<file path="src/hw/rtl/pfr_pkg.sv">
// ----------------------------------------------------------------------------
// pfr_pkg
// Shared types and constants for the parity-checked byte frame receiver.
// ----------------------------------------------------------------------------
package pfr_pkg;

  localparam int unsigned ByteW   = 8;
  localparam int unsigned IdW     = 6;

  localparam logic [ByteW-1:0] GarbageReset = 8'h00;

  typedef enum logic [1:0] {
    PH_FIRST   = 2'd0,
    PH_CONTROL = 2'd1,
    PH_LENGTH  = 2'd2,
    PH_PAYLOAD = 2'd3
  } phase_t;

  typedef struct packed {
    logic             payload_valid;
    logic [ByteW-1:0] payload_byte;
    logic             frame_done;
    logic             frame_ok;
    logic [IdW-1:0]   message_id;
    logic [ByteW-1:0] frame_length;
  } result_t;

  typedef struct packed {
    logic has_result;
    logic advance;
  } flow_t;

endpackage

</file>
<file path="src/hw/rtl/pfr_in_stage.sv">
// ----------------------------------------------------------------------------
// pfr_in_stage
// Input register: holds one received byte until the deframer takes it.
// ----------------------------------------------------------------------------
module pfr_in_stage
  import pfr_pkg::*;
(
  input  logic             clk,
  input  logic             rst,
  input  logic             in_valid,
  output logic             in_ready,
  input  logic [ByteW-1:0] rx_byte,
  input  logic             advance,
  output logic             item_valid,
  output logic [ByteW-1:0] item_byte
);

  logic             held;
  logic [ByteW-1:0] held_byte;

  assign in_ready   = !held || advance;
  assign item_valid = held;
  assign item_byte  = held_byte;

  always_ff @(posedge clk) begin
    if (rst) begin
      held <= 1'b0;
    end else if (in_ready) begin
      held <= in_valid;
    end
  end

  always_ff @(posedge clk) begin
    if (in_valid && in_ready) begin
      held_byte <= rx_byte;
    end
  end

endmodule

</file>
<file path="src/hw/rtl/pfr_deframe.sv">
// ----------------------------------------------------------------------------
// pfr_deframe
// Frame phase tracking, parity accumulation and end-of-frame verdict.
// ----------------------------------------------------------------------------
module pfr_deframe
  import pfr_pkg::*;
(
  input  logic             clk,
  input  logic             rst,
  input  logic             cfg_write,
  input  logic [ByteW-1:0] cfg_data,
  input  logic             item_valid,
  input  logic [ByteW-1:0] item_byte,
  input  logic             slot_free,
  output flow_t            flow,
  output result_t          result
);

  phase_t           phase, phase_next;
  logic [ByteW-1:0] garbage;
  logic [ByteW-1:0] control_reg, control_next;
  logic [ByteW-1:0] length_reg, length_next;
  logic [ByteW-1:0] remaining, remaining_next;
  logic             payload_parity, parity_next;
  logic             done;
  logic             byte_par;

  assign byte_par = ^item_byte;

  // next state
  always_comb begin
    phase_next     = phase;
    control_next   = control_reg;
    length_next    = length_reg;
    remaining_next = remaining;
    parity_next    = payload_parity;
    done           = 1'b0;
    unique case (phase)
      PH_FIRST, PH_CONTROL: begin
        if (phase == PH_FIRST && item_byte == garbage) begin
          phase_next = PH_CONTROL;
        end else begin
          control_next = item_byte;
          parity_next  = 1'b0;
          if (item_byte[7]) begin
            phase_next = PH_LENGTH;
          end else begin
            length_next    = '0;
            remaining_next = ByteW'(1);
            phase_next     = PH_PAYLOAD;
          end
        end
      end
      PH_LENGTH: begin
        length_next    = item_byte;
        parity_next    = byte_par;
        remaining_next = item_byte;
        if (item_byte == '0) begin
          done       = 1'b1;
          phase_next = PH_FIRST;
        end else begin
          phase_next = PH_PAYLOAD;
        end
      end
      PH_PAYLOAD: begin
        parity_next    = payload_parity ^ byte_par;
        remaining_next = remaining - ByteW'(1);
        if (remaining_next == '0) begin
          done       = 1'b1;
          phase_next = PH_FIRST;
        end
      end
      default: phase_next = PH_FIRST;
    endcase
  end

  // outputs
  always_comb begin
    result = '0;
    flow.has_result = 1'b0;
    unique case (phase)
      PH_LENGTH: begin
        flow.has_result = done;
      end
      PH_PAYLOAD: begin
        flow.has_result      = 1'b1;
        result.payload_valid = 1'b1;
        result.payload_byte  = item_byte;
      end
      default: flow.has_result = 1'b0;
    endcase
    if (done) begin
      result.frame_done   = 1'b1;
      result.frame_ok     = (control_reg[0] == ^control_reg[7:1]) &&
                            (control_reg[1] == parity_next);
      result.message_id   = control_reg[ByteW-1:2];
      result.frame_length = length_next;
    end
    flow.advance = item_valid && (!flow.has_result || slot_free);
  end

  always_ff @(posedge clk) begin
    if (rst) begin
      garbage <= GarbageReset;
    end else if (cfg_write) begin
      garbage <= cfg_data;
    end
  end

  always_ff @(posedge clk) begin
    if (rst) begin
      phase          <= PH_FIRST;
      control_reg    <= '0;
      length_reg     <= '0;
      remaining      <= '0;
      payload_parity <= 1'b0;
    end else if (flow.advance) begin
      phase          <= phase_next;
      control_reg    <= control_next;
      length_reg     <= length_next;
      remaining      <= remaining_next;
      payload_parity <= parity_next;
    end
  end

endmodule

</file>
<file path="src/hw/rtl/pfr_out_stage.sv">
// ----------------------------------------------------------------------------
// pfr_out_stage
// Result register: holds one result until the downstream side takes it.
// ----------------------------------------------------------------------------
module pfr_out_stage
  import pfr_pkg::*;
(
  input  logic    clk,
  input  logic    rst,
  input  logic    load,
  input  result_t result_in,
  output logic    slot_free,
  output logic    out_valid,
  input  logic    out_ready,
  output result_t result_out
);

  logic    full;
  result_t held;

  assign slot_free  = !full || out_ready;
  assign out_valid  = full;
  assign result_out = held;

  always_ff @(posedge clk) begin
    if (rst) begin
      full <= 1'b0;
    end else if (load) begin
      full <= 1'b1;
    end else if (out_ready) begin
      full <= 1'b0;
    end
  end

  always_ff @(posedge clk) begin
    if (load) begin
      held <= result_in;
    end
  end

endmodule

</file>
<file path="src/hw/rtl/parity_frame_receiver_core.sv">
// ----------------------------------------------------------------------------
// parity_frame_receiver_core
// Splits a received byte stream into parity-checked frames.
// ----------------------------------------------------------------------------
// Input channel: one link byte per request on in_valid/in_ready/rx_byte.
// Output channel: zero or one result per byte on out_valid/out_ready.
//   Payload bytes appear with payload_valid set; the result ending a frame
//   carries frame_done, frame_ok, message_id and frame_length.
// cfg_write/cfg_data set the garbage byte value skipped at frame start.
// Path: each byte is held in the input register, and its result is offered
//   from the result register.
// Throughput: one byte per cycle unless a result waits for out_ready; the
//   phase update and parity XOR sit in a single logic stage between the
//   input and result registers.
// Reset: frame state returns to waiting for the first byte, garbage value 0,
//   both registers empty.
// Stall: while out_ready is low the held result stays; a byte giving no
//   result still passes, and one giving a result waits in the input
//   register, after which in_ready drops.
// ----------------------------------------------------------------------------
module parity_frame_receiver_core
  import pfr_pkg::*;
(
  input  logic             clk,
  input  logic             rst,
  input  logic             cfg_write,
  input  logic [ByteW-1:0] cfg_data,
  input  logic             in_valid,
  output logic             in_ready,
  input  logic [ByteW-1:0] rx_byte,
  output logic             out_valid,
  input  logic             out_ready,
  output logic             payload_valid,
  output logic [ByteW-1:0] payload_byte,
  output logic             frame_done,
  output logic             frame_ok,
  output logic [IdW-1:0]   message_id,
  output logic [ByteW-1:0] frame_length
);

  logic             item_valid;
  logic [ByteW-1:0] item_byte;
  logic             slot_free;
  flow_t            flow;
  result_t          result, result_q;

  pfr_in_stage u_in (
    .clk        (clk),
    .rst        (rst),
    .in_valid   (in_valid),
    .in_ready   (in_ready),
    .rx_byte    (rx_byte),
    .advance    (flow.advance),
    .item_valid (item_valid),
    .item_byte  (item_byte)
  );

  pfr_deframe u_deframe (
    .clk        (clk),
    .rst        (rst),
    .cfg_write  (cfg_write),
    .cfg_data   (cfg_data),
    .item_valid (item_valid),
    .item_byte  (item_byte),
    .slot_free  (slot_free),
    .flow       (flow),
    .result     (result)
  );

  pfr_out_stage u_out (
    .clk        (clk),
    .rst        (rst),
    .load       (flow.advance && flow.has_result),
    .result_in  (result),
    .slot_free  (slot_free),
    .out_valid  (out_valid),
    .out_ready  (out_ready),
    .result_out (result_q)
  );

  assign payload_valid = result_q.payload_valid;
  assign payload_byte  = result_q.payload_byte;
  assign frame_done    = result_q.frame_done;
  assign frame_ok      = result_q.frame_ok;
  assign message_id    = result_q.message_id;
  assign frame_length  = result_q.frame_length;

endmodule

</file>
<file path="config.mk">
export PLATFORM = sky130hd
export DESIGN_NAME = parity_frame_receiver_core
export DESIGN_NICKNAME = d
export VERILOG_FILES = /design/src/hw/rtl/pfr_pkg.sv /design/src/hw/rtl/pfr_in_stage.sv /design/src/hw/rtl/pfr_deframe.sv /design/src/hw/rtl/pfr_out_stage.sv /design/src/hw/rtl/parity_frame_receiver_core.sv
export SDC_FILE = /design/constraint.sdc
export NUM_CORES = 1
export LEC_CHECK = 0
export ABC_AREA = 1
export BUFFER_PORTS_ARGS = -buffer_cell sky130_fd_sc_hd__buf_4
export CAP_MARGIN = 20
export CORE_ASPECT_RATIO = 0.8
export CORE_MARGIN = 4
export CORE_UTILIZATION = 50
export DETAILED_ROUTE_END_ITERATION = 6
export GPL_TIMING_DRIVEN = 0
export PLACE_DENSITY_LB_ADDON = 0.2
export SYNTH_ARGS = -nofsm -noshare
export SYNTH_HDL_FRONTEND = slang
export SYNTH_SLANG_ARGS = --single-unit
</file>
<file path="constraint.sdc">
create_clock -name clk -period 1.8 [get_ports clk]
set_input_delay 0.09 -clock clk [delete_from_list [all_inputs] [get_ports clk]]
set_output_delay 0.09 -clock clk [all_outputs]
set_load 0.01 [all_outputs]
</file>
==> results.json <==
{
  "run_status": "complete, but fails checks",
  "failing_checks": "setup timing",
  "num-fill-cells": 447,
  "portion_of_the_post_synthesis_area_used_by_sequential_elements_pct": 51.0,
  "routed_via_density": 5.19,
  "grt_max_degree": 14,
  "globalRouteOverflowTotal": 0,
  "start_util_pct": 52.4,
  "totalPowerFinal_mw": 3.81,
  "cts_tree": "built",
  "regArea_sq_um": 1730,
  "ant_nets": 0,
  "floorplan.rows": 26,
  "rsz_0062_raised_after_global_routing": "yes",
  "most_common_cell_after_layout_fill_and_taps_aside": "sky130_fd_sc_hd__nand2_1",
  "final.setup.tns_ps": -3070,
  "post_synth_instance_area_sq_um": 3390,
  "gp_congestion": 0.860,
  "crit_path_start_kind": "flop",
  "seq_cells_post_synth": 70,
  "grt_antenna_before_repair": 0,
  "design.portCount": 48,
  "die-area_sq_um": 8180,
  "yosysWarningCount": 0,
  "worstPathMaxFanout": 10,
  "synthDominantAreaCellType": "sky130_fd_sc_hd__edfxtp_1",
  "starting_drt_drc_count": 240,
  "syn_inst": 442,
  "i_o_buffers": 47,
  "setup-violations-final": 52,
  "route.detailed.wl_per_inst_microns": 15.2,
  "dominant_delay_contributor_by_cell_family_on_the_critical_path": "simple AND/OR/NAND/NOR gates",
  "clk_root_buffer_cell": "sky130_fd_sc_hd__clkbuf_8",
  "mostFrequentLayoutCells": "sky130_fd_sc_hd__nand2_1 (86), sky130_fd_sc_hd__buf_4 (78), sky130_fd_sc_hd__nor2_1 (62)",
  "synth_area_leaders": "sky130_fd_sc_hd__edfxtp_1 (29%), sky130_fd_sc_hd__dfxtp_1 (22%), sky130_fd_sc_hd__nand2_1 (12%), sky130_fd_sc_hd__nor2_1 (9.4%), sky130_fd_sc_hd__inv_1 (7.5%)",
  "flip_flop_count_of_the_largest_register_after_layout": 25,
  "drt-pass1-iter-count": 5,
  "hold_class": "in -> reg",
  "ordered_list_of_cells_on_the_worst_path": "inv_2, ha_1, nand2_2, o21ai_4, nand2_2, nand2_4, inv_4, nand2_4, clkinvlp_4, buf_12, nor2_1, nor2_1",
  "multi_input_comb_area_sq_um": 1610,
  "timing.final.hold_violations": 0,
  "n_antenna_cell": 0,
  "timing.fmax_mhz": 519,
  "register_clock_pin_slew_on_the_reported_worst_setup_and_hold_paths_ps": 80,
  "place.detailed.hpwl_microns": 5600,
  "cp_slowest_stage_delay_ps": 450,
  "layout.nets": 574,
  "worstPathBufferInverterCount": 4,
  "total_leakage_power_nw": 2.18,
  "level_count_of_the_clock_h_tree": 3,
  "final_period_minus_worst_setup_slack_ps": 1930,
  "cts-buffers-inserted": 9,
  "worst_ep_required_time_ps": 2050,
  "slew_violations": 0,
  "dp_slack_ps": -671,
  "die_h_microns": 81.7,
  "fin_crit_sh_pct": 107,
  "syn-num-nets": 469,
  "drv.max_cap_violation_count": 0,
  "critPathCaptureType": "flop",
  "worst-endpoint-arrival_ps": 2170,
  "synth_top_area_share_pct": 29.2,
  "cellPowerDensity_nw_per_um2": 797,
  "maximum_clock_path_buffer_count": 2,
  "final_layout_size_suffix_gt1_share_pct": 33.9,
  "worst_ir_drop_vdd_mv": 0.495,
  "tightest_slew_ps": 552,
  "via_count": 3300,
  "syn-mean-instance-area_sq_um": 7.68,
  "via_count_of_the_first_global_routing_pass": 3105,
  "drt_wl_total_microns": 9690,
  "worst_slew_margin_relative_to_its_limit_pct": 63.2,
  "critical_path_s_slowest_cell": "sky130_fd_sc_hd__edfxtp_1",
  "layout_stage_area_growth_over_the_synthesis_result_pct": 40.7,
  "numClockSinks": 70,
  "grt_first_pass_wirelength_microns": 14100,
  "clkLatencyLatePin_ps": 360,
  "r2r_setup_slack_ps": -130,
  "globalRouteTotalUtil_pct": 22.5,
  "timing_worst_setup_path_type": "reg -> reg",
  "drcViolationCount": 0,
  "postLayoutSetupSlackWorst_ps": -126,
  "ys_types": 26,
  "floorplan.core_area_sq_um": 6470,
  "skew_ps": 9.52,
  "floorplan_die_width_microns": 100
}
==> power by group <==
group	total, mW	leakage, nW	internal, mW	switching, mW
clock network	1.29	0.0976	0.644	0.645
logic	0.728	1.45	0.311	0.417
registers	1.79	0.633	1.73	0.0624
==> logic make-up after synthesis <==
| kind of cell | count (synthesis) | synth area share, % |
|---|---|---|
| and+or+nand+nor | 236 | 28.3 |
| buffers and inverters | 81 | 9.88 |
| DFF | 70 | 51.0 |
| AOI/OAI and AO/OA | 41 | 6.49 |
| xor gates and xnor gates | 8 | 2.06 |
| adders and majority gates | 6 | 2.21 |
==> worst reg2reg max path: stages, from the launching register on <==
cell	delay [ps]
sky130_fd_sc_hd__edfxtp_1	450
sky130_fd_sc_hd__inv_2	110
sky130_fd_sc_hd__ha_1	150
sky130_fd_sc_hd__nand2_2	70
sky130_fd_sc_hd__o21ai_4	220
sky130_fd_sc_hd__nand2_2	110
sky130_fd_sc_hd__nand2_4	130
sky130_fd_sc_hd__inv_4	60
sky130_fd_sc_hd__nand2_4	90
sky130_fd_sc_hd__clkinvlp_4	120
sky130_fd_sc_hd__buf_12	160
sky130_fd_sc_hd__nor2_1	90
sky130_fd_sc_hd__nor2_1	40
==> cells in the mapped netlist (all sizes together) <==
cell    number
nor2        87
nand4        1
o21bai       1
o21ai       13
buf          5
inv         71
nand3b       1
ha           6
xor2         1
clkbuf       5
xnor2        7
dfxtp       37
or2          1
o22ai        1
nand2      110
a21oi       26
edfxtp      33
nand3       34
nor3         2
==> metal layers <==
layer,up-vias,track usage [%],part of all wire (%)
li1,1593,-,-
met1,1522,26.7,40
met2,147,38.6,49
met3,38,4.75,7.0
met4,0,12.1,4.3
met5,-,0,0
==> layout make-up <==
| type | instances | area share (%) |
|---|---|---|
| timing repair buffer | 94 | 16.2 |
| sequential | 70 | 36.3 |
| inverter | 71 | 5.77 |
| tap | 84 | 2.20 |
| multi-input combinational | 291 | 33.8 |
| timing repair inverter | 1 | 0.157 |
| buffer | 9 | 1.42 |
| clock inverter | 7 | 1.52 |
| clock buffer | 9 | 2.59 |
==> final timing paths <==
| kind | startpoint | end | cells after the start |
|---|---|---|---|
| worst min-delay path | cfg_write | u_deframe.garbage[2]$_SDFFE_PP0P_ | 3 |
| worst max register to register | u_in.item_byte[7]$_DFFE_PP_ | u_out.out_valid$_SDFFE_PP0P_ | 12 |
| worst min register to register | u_deframe.garbage[4]$_SDFFE_PP0P_ | u_deframe.garbage[4]$_SDFFE_PP0P_ | 2 |
| worst max-delay path | u_in.item_byte[7]$_DFFE_PP_ | u_out.out_valid$_SDFFE_PP0P_ | 12 |
==> per-stage QoR <==
step,hold WS [ps],cell area [sq um],utilization (%),cells
after floorplan,189,3420,-,442
after global placement,268,3880,59.9,573
after detailed placement,269,3880,59.9,573
after CTS,8.32,4500,69.5,629
after global routing,21.5,4770,73.8,636
final,7.03,4770,73.8,636
==> what timing repair did <==
action / CTS / global route
buffers inserted: 28 / 7
hold buffers: 11 / 0
setup endpoints to repair: 78 / 70
pin swaps: 9 / 15
resized for setup: 26 / 61
hold endpoints to repair: 10 / 0
gates cloned: 1 / 1
(Power assumes the default switching activity.)
